File: config.mk
export PLATFORM = sky130hd
export DESIGN_NAME = binary_to_ascii_number_formatter_core
export DESIGN_NICKNAME = d
export VERILOG_FILES = /design/src/rtl/b2a_pkg.sv /design/src/rtl/b2a_bcd_pipe.sv /design/src/rtl/binary_to_ascii_number_formatter_core.sv
export SDC_FILE = /design/constraint.sdc
export NUM_CORES = 1
export LEC_CHECK = 0
export BUFFER_PORTS_ARGS = -buffer_cell sky130_fd_sc_hd__buf_2
export CAP_MARGIN = 10
export CORE_AREA = 4 4 258 260
export DETAILED_ROUTE_END_ITERATION = 6
export DIE_AREA = 0 0 262 264
export PLACE_DENSITY = 0.84
export RECOVER_POWER = 100
export SETUP_SLACK_MARGIN = 0.3
export SLEW_MARGIN = 10
export SYNTH_ARGS = -nofsm -noshare
export SYNTH_HDL_FRONTEND = slang
export SYNTH_SLANG_ARGS = --single-unit
export TNS_END_PERCENT = 100
File: constraint.sdc
create_clock -name clk -period 30.4 [get_ports clk]
set_input_delay 6.08 -clock clk [delete_from_list [all_inputs] [get_ports clk]]
set_output_delay 6.08 -clock clk [all_outputs]
set_load 0.05 [all_outputs]
File: src/rtl/b2a_pkg.sv
// ----------------------------------------------------------------------------
// b2a_pkg
// Shared types and constants of the binary to ASCII number formatter.
// ----------------------------------------------------------------------------
package b2a_pkg;

  localparam int ValW         = 32;
  localparam int DigW         = 4;
  localparam int NumDig       = 10;
  localparam int BcdW         = NumDig * DigW;
  localparam int CharW        = 7;
  localparam int CntW         = 4;
  localparam int PassPerStage = 4;
  localparam int NumStages    = ValW / PassPerStage;

  // format commands
  localparam logic [2:0] CMD_DEC8   = 3'd0;
  localparam logic [2:0] CMD_DEC16  = 3'd1;
  localparam logic [2:0] CMD_SDEC16 = 3'd2;
  localparam logic [2:0] CMD_DEC32  = 3'd3;
  localparam logic [2:0] CMD_HEX8   = 3'd4;
  localparam logic [2:0] CMD_HEX16  = 3'd5;
  localparam logic [2:0] CMD_HEX32  = 3'd6;

  localparam logic [CharW-1:0] ASCII_ZERO  = 7'h30;
  localparam logic [CharW-1:0] ASCII_NINE  = 7'h39;
  localparam logic [CharW-1:0] ASCII_MINUS = 7'h2D;
  localparam logic [CharW-1:0] HEX_GAP     = 7'd7;

  typedef logic [BcdW-1:0] bcd_t;

  // one item on its way through the conversion pipeline
  typedef struct packed {
    logic [2:0]      cmd;
    logic            neg;
    logic [ValW-1:0] bin;
    logic [ValW-1:0] raw;
    bcd_t            bcd;
  } b2a_stage_t;

endpackage

File: src/rtl/b2a_bcd_pipe.sv
// ----------------------------------------------------------------------------
// b2a_bcd_pipe
// Shift-and-double BCD conversion, four bit passes per pipeline stage.
// ----------------------------------------------------------------------------
module b2a_bcd_pipe (
  input  logic               clk,
  input  logic               rst_n,
  input  logic               in_vld,
  input  b2a_pkg::b2a_stage_t in_stage,
  input  logic               adv,
  output logic               out_vld,
  output b2a_pkg::b2a_stage_t out_stage
);
  import b2a_pkg::*;

  // one pass: double every digit, carry into the next digit up, shift in a bit
  function automatic bcd_t dd_pass(bcd_t bcd, logic bit_in);
    bcd_t            res;
    logic [DigW-1:0] d;
    logic [DigW:0]   dbl;
    logic [DigW-1:0] ones;
    logic            cin;
    res = '0;
    cin = bit_in;
    for (int j = 0; j < NumDig; j++) begin
      d    = bcd[j*DigW +: DigW];
      dbl  = {d, 1'b0};
      ones = (d >= 4'd5) ? DigW'(dbl - 5'd10) : dbl[DigW-1:0];
      res[j*DigW +: DigW] = ones | {3'b000, cin};
      cin  = (d >= 4'd5);
    end
    return res;
  endfunction

  function automatic b2a_stage_t pass_group(b2a_stage_t s);
    b2a_stage_t t;
    t = s;
    for (int p = 0; p < PassPerStage; p++) begin
      t.bcd = dd_pass(t.bcd, t.bin[ValW-1]);
      t.bin = {t.bin[ValW-2:0], 1'b0};
    end
    return t;
  endfunction

  b2a_stage_t           st_r [0:NumStages];
  logic [NumStages:0]   vld_r;

  always_ff @(posedge clk) begin
    if (!rst_n) begin
      vld_r <= '0;
    end else if (adv) begin
      vld_r <= {vld_r[NumStages-1:0], in_vld};
    end
  end

  always_ff @(posedge clk) begin
    if (adv) begin
      st_r[0] <= in_stage;
      for (int k = 1; k <= NumStages; k++) begin
        st_r[k] <= pass_group(st_r[k-1]);
      end
    end
  end

  assign out_vld   = vld_r[NumStages];
  assign out_stage = st_r[NumStages];

endmodule

File: src/rtl/binary_to_ascii_number_formatter_core.sv
// ----------------------------------------------------------------------------
// binary_to_ascii_number_formatter_core
// Formats a 32-bit value as a run of ASCII decimal or hex characters.
// ----------------------------------------------------------------------------
// channel  ports                               payload
// in       in_tvalid  in_tready  in_tdata[39:0]  cmd, value
// out      out_tvalid out_tready out_tdata[7:0]  ascii_char; out_tlast = last
//
// an item passes an input register, eight conversion stages of four bit passes
// each and then the output register before its first character is offered
// one character leaves per cycle while out_tready is high; an item of n characters
// holds the output until all n are taken, and the next item loads in the cycle its last one is taken
// an item with an unused command is taken and gives no characters
// synchronous active-low reset empties the pipeline and the output stage
// ----------------------------------------------------------------------------
module binary_to_ascii_number_formatter_core (
  input  logic       clk,
  input  logic       rst_n,
  input  logic       in_tvalid,
  output logic       in_tready,
  input  logic [39:0] in_tdata,   // [2:0] cmd, [34:3] value, rest zero
  output logic       out_tvalid,
  input  logic       out_tready,
  output logic [7:0] out_tdata,   // [6:0] ascii_char, [7] zero
  output logic       out_tlast
);
  import b2a_pkg::*;

  typedef logic [NumDig-1:0][CharW-1:0] line_t;

  function automatic logic [CharW-1:0] hex_char(logic [3:0] n);
    logic [CharW-1:0] ch;
    ch = {3'b000, n} + ASCII_ZERO;
    if (ch > ASCII_NINE) ch = ch + HEX_GAP;
    return ch;
  endfunction

  logic [2:0]      cmd_in;
  logic [ValW-1:0] val_in;
  logic [15:0]     mag;
  b2a_stage_t      stage_in;
  logic            pipe_in_vld;
  logic            pipe_vld;
  b2a_stage_t      pipe_out;
  logic            adv;
  logic            take;
  logic            last_char;

  line_t           fmt_line;
  logic [CntW-1:0] fmt_cnt;

  line_t           chr_r, chr_nxt;
  logic [CntW-1:0] cnt_r, cnt_nxt;
  logic            busy_r, busy_nxt;

  assign cmd_in = in_tdata[2:0];
  assign val_in = in_tdata[34:3];
  assign mag    = in_tdata[18] ? (~val_in[15:0] + 16'd1) : val_in[15:0];

  always_comb begin
    stage_in     = '0;
    stage_in.cmd = cmd_in;
    stage_in.raw = val_in;
    case (cmd_in)
      CMD_DEC8:   stage_in.bin = {24'b0, val_in[7:0]};
      CMD_DEC16:  stage_in.bin = {16'b0, val_in[15:0]};
      CMD_SDEC16: begin
        stage_in.neg = val_in[15];
        stage_in.bin = {16'b0, mag};
      end
      default:    stage_in.bin = val_in;
    endcase
  end

  assign pipe_in_vld = in_tvalid && (cmd_in <= CMD_HEX32);

  b2a_bcd_pipe u_pipe (
    .clk       (clk),
    .rst_n     (rst_n),
    .in_vld    (pipe_in_vld),
    .in_stage  (stage_in),
    .adv       (adv),
    .out_vld   (pipe_vld),
    .out_stage (pipe_out)
  );

  // character line of the item leaving the pipeline, first character at index 0
  always_comb begin
    fmt_line = '0;
    fmt_cnt  = '0;
    case (pipe_out.cmd)
      CMD_DEC8: begin
        for (int i = 0; i < 3; i++)
          fmt_line[i] = ASCII_ZERO | {3'b000, pipe_out.bcd[DigW*(2-i) +: DigW]};
        fmt_cnt = 4'd3;
      end
      CMD_DEC16: begin
        for (int i = 0; i < 5; i++)
          fmt_line[i] = ASCII_ZERO | {3'b000, pipe_out.bcd[DigW*(4-i) +: DigW]};
        fmt_cnt = 4'd5;
      end
      CMD_SDEC16: begin
        if (pipe_out.neg) begin
          fmt_line[0] = ASCII_MINUS;
          for (int i = 0; i < 5; i++)
            fmt_line[i+1] = ASCII_ZERO | {3'b000, pipe_out.bcd[DigW*(4-i) +: DigW]};
          fmt_cnt = 4'd6;
        end else begin
          for (int i = 0; i < 5; i++)
            fmt_line[i] = ASCII_ZERO | {3'b000, pipe_out.bcd[DigW*(4-i) +: DigW]};
          fmt_cnt = 4'd5;
        end
      end
      CMD_DEC32: begin
        for (int i = 0; i < NumDig; i++)
          fmt_line[i] = ASCII_ZERO | {3'b000, pipe_out.bcd[DigW*(NumDig-1-i) +: DigW]};
        fmt_cnt = 4'd10;
      end
      CMD_HEX8: begin
        for (int i = 0; i < 2; i++)
          fmt_line[i] = hex_char(pipe_out.raw[4*(1-i) +: 4]);
        fmt_cnt = 4'd2;
      end
      CMD_HEX16: begin
        for (int i = 0; i < 4; i++)
          fmt_line[i] = hex_char(pipe_out.raw[4*(3-i) +: 4]);
        fmt_cnt = 4'd4;
      end
      CMD_HEX32: begin
        for (int i = 0; i < 8; i++)
          fmt_line[i] = hex_char(pipe_out.raw[4*(7-i) +: 4]);
        fmt_cnt = 4'd8;
      end
      default: begin
        fmt_line = '0;
        fmt_cnt  = '0;
      end
    endcase
  end

  assign last_char = (cnt_r == 4'd1);
  // output stage free now or after this cycle's last character
  assign take      = !busy_r || (out_tready && last_char);
  assign adv       = !pipe_vld || take;
  assign in_tready = adv;

  always_comb begin
    busy_nxt = busy_r;
    cnt_nxt  = cnt_r;
    chr_nxt  = chr_r;
    if (take) begin
      busy_nxt = pipe_vld;
      cnt_nxt  = fmt_cnt;
      chr_nxt  = fmt_line;
    end else if (out_tready) begin
      cnt_nxt  = cnt_r - 4'd1;
      chr_nxt  = chr_r >> CharW;
    end
  end

  always_ff @(posedge clk) begin
    if (!rst_n) begin
      busy_r <= 1'b0;
      cnt_r  <= '0;
    end else begin
      busy_r <= busy_nxt;
      cnt_r  <= cnt_nxt;
    end
  end

  always_ff @(posedge clk) begin
    chr_r <= chr_nxt;
  end

  assign out_tvalid = busy_r;
  assign out_tdata  = {1'b0, chr_r[0]};
  assign out_tlast  = last_char;

endmodule

==> results of run 1 <==
[cell families after synthesis]
logic type,after synthesis
and+or+nand+nor,804
xor gates and xnor gates,154
buffers and inverters,451
other,1
adders and majority gates,334
DFF,733
muxes,225
AOI/OAI and AO/OA,747
[critical path: cells and delay by family]
family / cells / cell delay [ns]
buf+inv: 5 / 11.79
simple gates: 2 / 0.40
[metrics by stage]
| step | cells | utilization | instance area [µm²] | hold WS (ns) |
|---|---|---|---|---|
| 2_1_floorplan | 3449 | - | 40900 | 0.400 |
| 3_5_place_dp | 4294 | 0.655 | 42000 | 0.405 |
| 6_report | 4429 | 0.688 | 44100 | 0.408 |
| 5_1_grt | 4429 | 0.688 | 44100 | 0.414 |
| 3_3_place_gp | 4294 | 0.655 | 42000 | 0.400 |
| 4_1_cts | 4429 | 0.693 | 44500 | 0.412 |
[sequential cells by signal (all words and copies together) (netlist names)]
signal        cells
chr_r            59
cnt_r             4
out_tdata         7
out_tvalid        1
u_pipe.st_r     653
u_pipe.vld_r      9
[synthesized netlist by cell type (14+ instances only)]
library cell    n
or3_1          19
o22ai_1        30
o21a_1         28
nor2_1        185
nand2b_1      104
dfxtp_1        14
o211ai_1       16
a21oi_2        19
a21oi_1       136
mux2_2         63
o21ai_0       158
a22oi_1        20
or2_2          21
inv_2          14
nor3_1         46
a221oi_1       15
a21o_1         36
xnor2_1       144
a222oi_1       18
mux2i_1       146
a21boi_0       24
nor3b_1        21
o31ai_1        14
a211oi_1       30
nand3_1        39
nand2_1       231
clkbuf_1       57
ha_1          334
nor2b_1        94
edfxtp_1      719
inv_1         362
a31oi_1        20
[routing by layer]
layer,GRT usage,up-vias,share of wire
met5,0,-,0
met4,0.0957,0,0.047
met3,0.0478,285,0.071
met2,0.412,1035,0.50
met1,0.286,12620,0.38
li1,-,12649,-
[cell type report]
| type | instances | area, µm² |
|---|---|---|
| fill | 4256 | 20000 |
| timing repair buffer | 64 | 294 |
| clock inverter | 43 | 465 |
| multi-input combinational | 2265 | 17000 |
| sequential | 733 | 21900 |
| clock buffer | 92 | 1970 |
| inverter | 377 | 1420 |
| tap | 855 | 1070 |
[worst paths after layout]
path	start	slack, ns	end	cells after the start
max	out_tready	12.01	u_pipe.st_r[5][23]$_DFFE_PP_	7
min	u_pipe.st_r[2][98]$_DFFE_PP_	0.41	u_pipe.st_r[3][102]$_DFFE_PP_	0
max reg2reg	cnt_r[0]$_SDFFE_PN0P_	16.68	u_pipe.st_r[5][23]$_DFFE_PP_	8
min reg2reg	u_pipe.st_r[2][98]$_DFFE_PP_	0.41	u_pipe.st_r[3][102]$_DFFE_PP_	0
==> metrics.cfg, run 1 <==
[floorplanning]
rows=93
start_util=0.637
die_area_mm2=0.0692
fp.dieH_um=264
io-pin-count=55
dieWidth_um=262
core_area_mm2=0.0641

[sta]
setup_viol=0
fin_skew_ns=0.0456
fin_setup_tns_ns=0
hold_viol=0
fmax_mhz=54.4
tightest_slew_ns=8.81
fin_crit_sh=0.605
postLayoutSetupSlackWorst_ns=12.01
drv_slew=678
rsz0062_at_grt=false
slew_headroom=-4.87
layout_min_cycle_time_ns=18.39

[synthesis]
yosysTopAreaCellShare=0.528
synthTopCellsByArea=edfxtp_1, ha_1, mux2i_1, inv_1, xnor2_1
synth_xor_area_frac=0.0330
syn_avg_cell_area_um2=11.8
yosys_warnings=0
yosysTopAreaCell=edfxtp_1
synth_nets=3827
synthArstFlopShare=0
ys_ff_latch=733
synth_mux_area_frac=0.0592
synth_top_family_by_area=compound AO/OA/AOI/OAI gates
synth-edff-count=719
synthAdderAreaFrac=0.102
synth.distinct_cells=97
synth_area_mm2=0.0409
synth-compound-area-share=0.131
synth_flop_cell=edfxtp_1
synthSimpleGateAreaFrac=0.0965
synthCells=3449
yosysSeqAreaShare=0.535

[setup_path]
crit_slowest_cell=clkbuf_1
path_cells=buf_2, nand2_1, and3_1, clkinvlp_2, clkbuf_1, clkbuf_1, buf_12
critPathMostFrequentCell=clkbuf_1
cp_max_fo=192
startpoint_type=primary input
cp-end-kind=flop
critPathKind=in -> reg
slowest_delay_ns=6.31
worstPathArrival_ns=18.64
required_ns=30.65

[cts]
clock_path_buffers=3
cts-htree-levels=3
hold_buffers=0
cts_setup_buffers=0
worstSkewPairLatency_ns=0.64
cts_buffers=75
ctsResizeCount=0
clk_pin_slew_worst_paths_ns=0.07
clock_sinks=733
cts_tree=built
cts-root-buf=clkbuf_16

[global_route]
antenna_found_initial=0
grt_max_degree=193
grt_first_pass_wirelength_um=133000
grt_pass1_vias=26216
grt_use_total=0.236
globalRoute.totalOverflow=0

[worst_hold_path]
min_path_type=reg -> reg

[layout]
drive_above_1_share=0.0761
area.growth.synth_to_final_pct=7.95
final_common_cell=edfxtp_1
num_antenna_cells=0
fin_nets=3894
mostFrequentLayoutCells=edfxtp_1, inv_1, ha_1

[outcome]
outcome=finished with violations
violations=design-rule violations, max-capacitance violations, max-slew violations

[detailed_routing]
first_pass_iters=7
drtIter0Drc=2531
vias=26589
wl_per_cell_um=18.4
drc=8
viasPerCell=6.00
ant_nets=0
wl_um=81700

[placement]
hpwl_um=51000
post-place-ws_ns=16.78
portBuffers=48
gp_congestion=0.910

[run]
max_cap_viol_count=8

Power of run 1 is left out: the tool's default activity adds up to more than one toggle a clock period on the data nets, which glitch-free logic cannot reach.
==> run 2, diff against run 1 <==
- ABC_AREA: unset -> 1
- CORE_AREA: 4 4 258 260 -> 4 4 268 270
- DIE_AREA: 0 0 262 264 -> 0 0 272 274
- PLACE_DENSITY: 0.84 -> 0.8
- clock period: 30.4 -> 16.9 ns (I/O delays scaled with it)
==> run 2 against run 1 <==
The flow still finishes with violations (design-rule violations, max-capacitance violations, max-slew violations). Sequential share of layout area rose by 1.3 points. Die area rose by 7.7%. Register-to-register slack got worse by 9.1 ns. Non-clock buffer count is 7 lower. Via count is 0.31% lower. Synthesized cell count increased by 14%.
==> metrics.cfg, run 2 <==
[outcome]
outcome=finished with violations
violations=design-rule violations, max-capacitance violations, max-slew violations

[detailed_routing]
viasPerCell=5.27
first_pass_iters=7
drtIter0Drc=1829
ant_nets=0
wl_um=74700
wl_per_cell_um=14.8
vias=26507
drc=1

[layout]
fill_cells=5321
fin_nets=4415
top_register=u_pipe.st_r
drive_above_1_share=0.0787
largest_register_ffs=653
final_common_cell=nand2_1
num_antenna_cells=0
area.growth.synth_to_final_pct=8.00
reg_top3=u_pipe.st_r: 653 flops, chr_r: 59 flops, u_pipe.vld_r: 9 flops
mostFrequentLayoutCells=nand2_1, edfxtp_1, inv_1

[global_route]
grt_max_degree=189
grtUsageMet2=0.367
grt_use_met1=0.235
globalRoute.totalOverflow=0
grt_use_total=0.199
grt_first_pass_wirelength_um=122000
grt_pass1_vias=25770
antenna_found_initial=0
grtUsageMet3=0.0321
grt.busiest_layer=met2

[cts]
cts_buffers=75
clock_sinks=733
cts_setup_buffers=0
hold_buffers=0
ctsResizeCount=0
cts-htree-levels=3
clk_pin_slew_worst_paths_ns=0.06
clock_path_buffers=3
cts-root-buf=clkbuf_16
cts_tree=built
worstSkewPairLatency_ns=0.62

[sta]
fin_setup_tns_ns=0
fmax_mhz=87.5
rsz0062_at_grt=false
hold_viol=0
layout_min_cycle_time_ns=11.43
fin_crit_sh=0.677
slew_headroom=-1.59
setup_viol=0
drv_slew=467
tightest_slew_ns=3.88
fin_skew_ns=0.0240

[floorplanning]
io-pin-count=55
die_area_mm2=0.0745
fp.dieH_um=274
start_util=0.573
core_area_mm2=0.0695
dieWidth_um=272
rows=97

[synthesis]
yosysSeqAreaShare=0.549
yosys_warnings=0
synthCells=3941
synth.distinct_cells=52
synth_nets=4319
synthTopCellsByArea=edfxtp_1, ha_1, nand2_1, inv_1, nand3_1
synth_flop_cell=edfxtp_1
synthTopCellsByCount=nand2_1, edfxtp_1, inv_1, ha_1, nand3_1
synth_area_mm2=0.0398
yosysTopAreaCellShare=0.542
ys_ff_latch=733
synthArstFlopShare=0
synth_most_common_cell=nand2_1
syn_avg_cell_area_um2=10.1
yosysTopAreaCell=edfxtp_1
synth-edff-count=719

[run]
max_cap_viol_count=7

[placement]
gp_congestion=0.929
portBuffers=48
hpwl_um=49800

[setup_path]
cp-end-kind=flop
worstPathArrival_ns=11.56
rr_worst_depth=9
cp_max_fo=75
required_ns=17.03
rrSetupSlack_ns=7.58
critPathMostFrequentCell=nand2_1
critPathKind=in -> reg
critical_path.reg2reg.startpoint=cnt_r[1]$_SDFFE_PN0P_
startpoint_type=primary input
r2r_end=u_pipe.st_r[6][29]$_DFFE_PP_
slowest_delay_ns=2.78
path_cells=buf_2, nand2_1, nand2_1, inv_1, nand2_1, clkbuf_1, clkbuf_1
crit_slowest_cell=clkbuf_1

[worst_hold_path]
worstHoldStart=u_pipe.st_r[7][47]$_DFFE_PP_
min_path_type=reg -> reg
holdPathEnd=u_pipe.st_r[8][47]$_DFFE_PP_
hold_depth=0

==> run 2: cell count changes in the layout (fill, tap and decap cells not counted), moves of 62 or more <==
cell	before	now
inv_1	366	690
a21oi_1	146	66
nand3_1	39	308
o21ai_0	166	240
mux2i_1	146	2
xnor2_1	144	5
mux2_2	62	0
nand2_2	1	70
nor2b_1	94	0
nand2_1	230	935
nand2b_1	103	0
==> run 2: area by class of cell <==
| class | count | area, µm² | area share |
|---|---|---|---|
| well taps | 940 | 1180 | 0.0273 |
| repair buffers | 57 | 255 | 0.00593 |
| clock inverters | 40 | 493 | 0.0115 |
| clock buffers | 94 | 1960 | 0.0455 |
| multi-input cells | 2465 | 14600 | 0.340 |
| flip-flops and latches | 733 | 21900 | 0.508 |
| inverters | 705 | 2650 | 0.0615 |
==> run 2: layer usage <==
metal | share of wire | up-vias | wire, µm
li1 | - | 13292 | -
met1 | 0.40 | 12185 | 29600
met2 | 0.51 | 812 | 38100
met3 | 0.055 | 218 | 4090
met4 | 0.039 | 0 | 2880
met5 | 0 | - | 0
==> run 2: logic make-up (layout without fill, tap and decap cells) <==
group,count (synthesis),count (layout),synth area share
other,1,1,0.0000941
flip-flops,733,733,0.549
AND/OR/NAND/NOR,1571,1571,0.186
multiplexers,2,2,0.000503
AO/OA/AOI/OAI,483,483,0.0719
adder cells (fa/ha/maj),334,334,0.105
XOR/XNOR,74,74,0.0163
buffers and inverters,743,896,0.0712
==> run 2: worst max path at each step <==
stage	to	cells past startpoint	slack [ns]	startpoint
after CTS	in_tready	6	8.41	out_tready
after global placement	in_tready	6	8.40	out_tready
after global routing	u_pipe.st_r[6][30]$_DFFE_PP_	7	4.45	out_tready
final	u_pipe.st_r[6][29]$_DFFE_PP_	7	5.47	out_tready
after floorplan	in_tready	5	1.37	out_tready
after detailed placement	in_tready	6	8.42	out_tready
==> run 2: metrics by stage <==
stage	util	setup slack [ns]	instance area, µm²	cells	hold WS [ns]
2_1_floorplan	-	1.37	39800	3941	0.400
5_1_grt	0.619	4.45	43000	5034	0.418
3_3_place_gp	0.592	8.40	41200	4900	0.400
4_1_cts	0.627	8.41	43600	5034	0.410
3_5_place_dp	0.592	8.42	41200	4900	0.405
6_report	0.619	5.47	43000	5034	0.408
==> run 2: critical path, delay by kind of cell <==
family                 cells  cell delay [ns]
buffers and inverters      4             5.85
AND/OR/NAND/NOR            3             2.23
Power of run 2 is left out for the same reason.
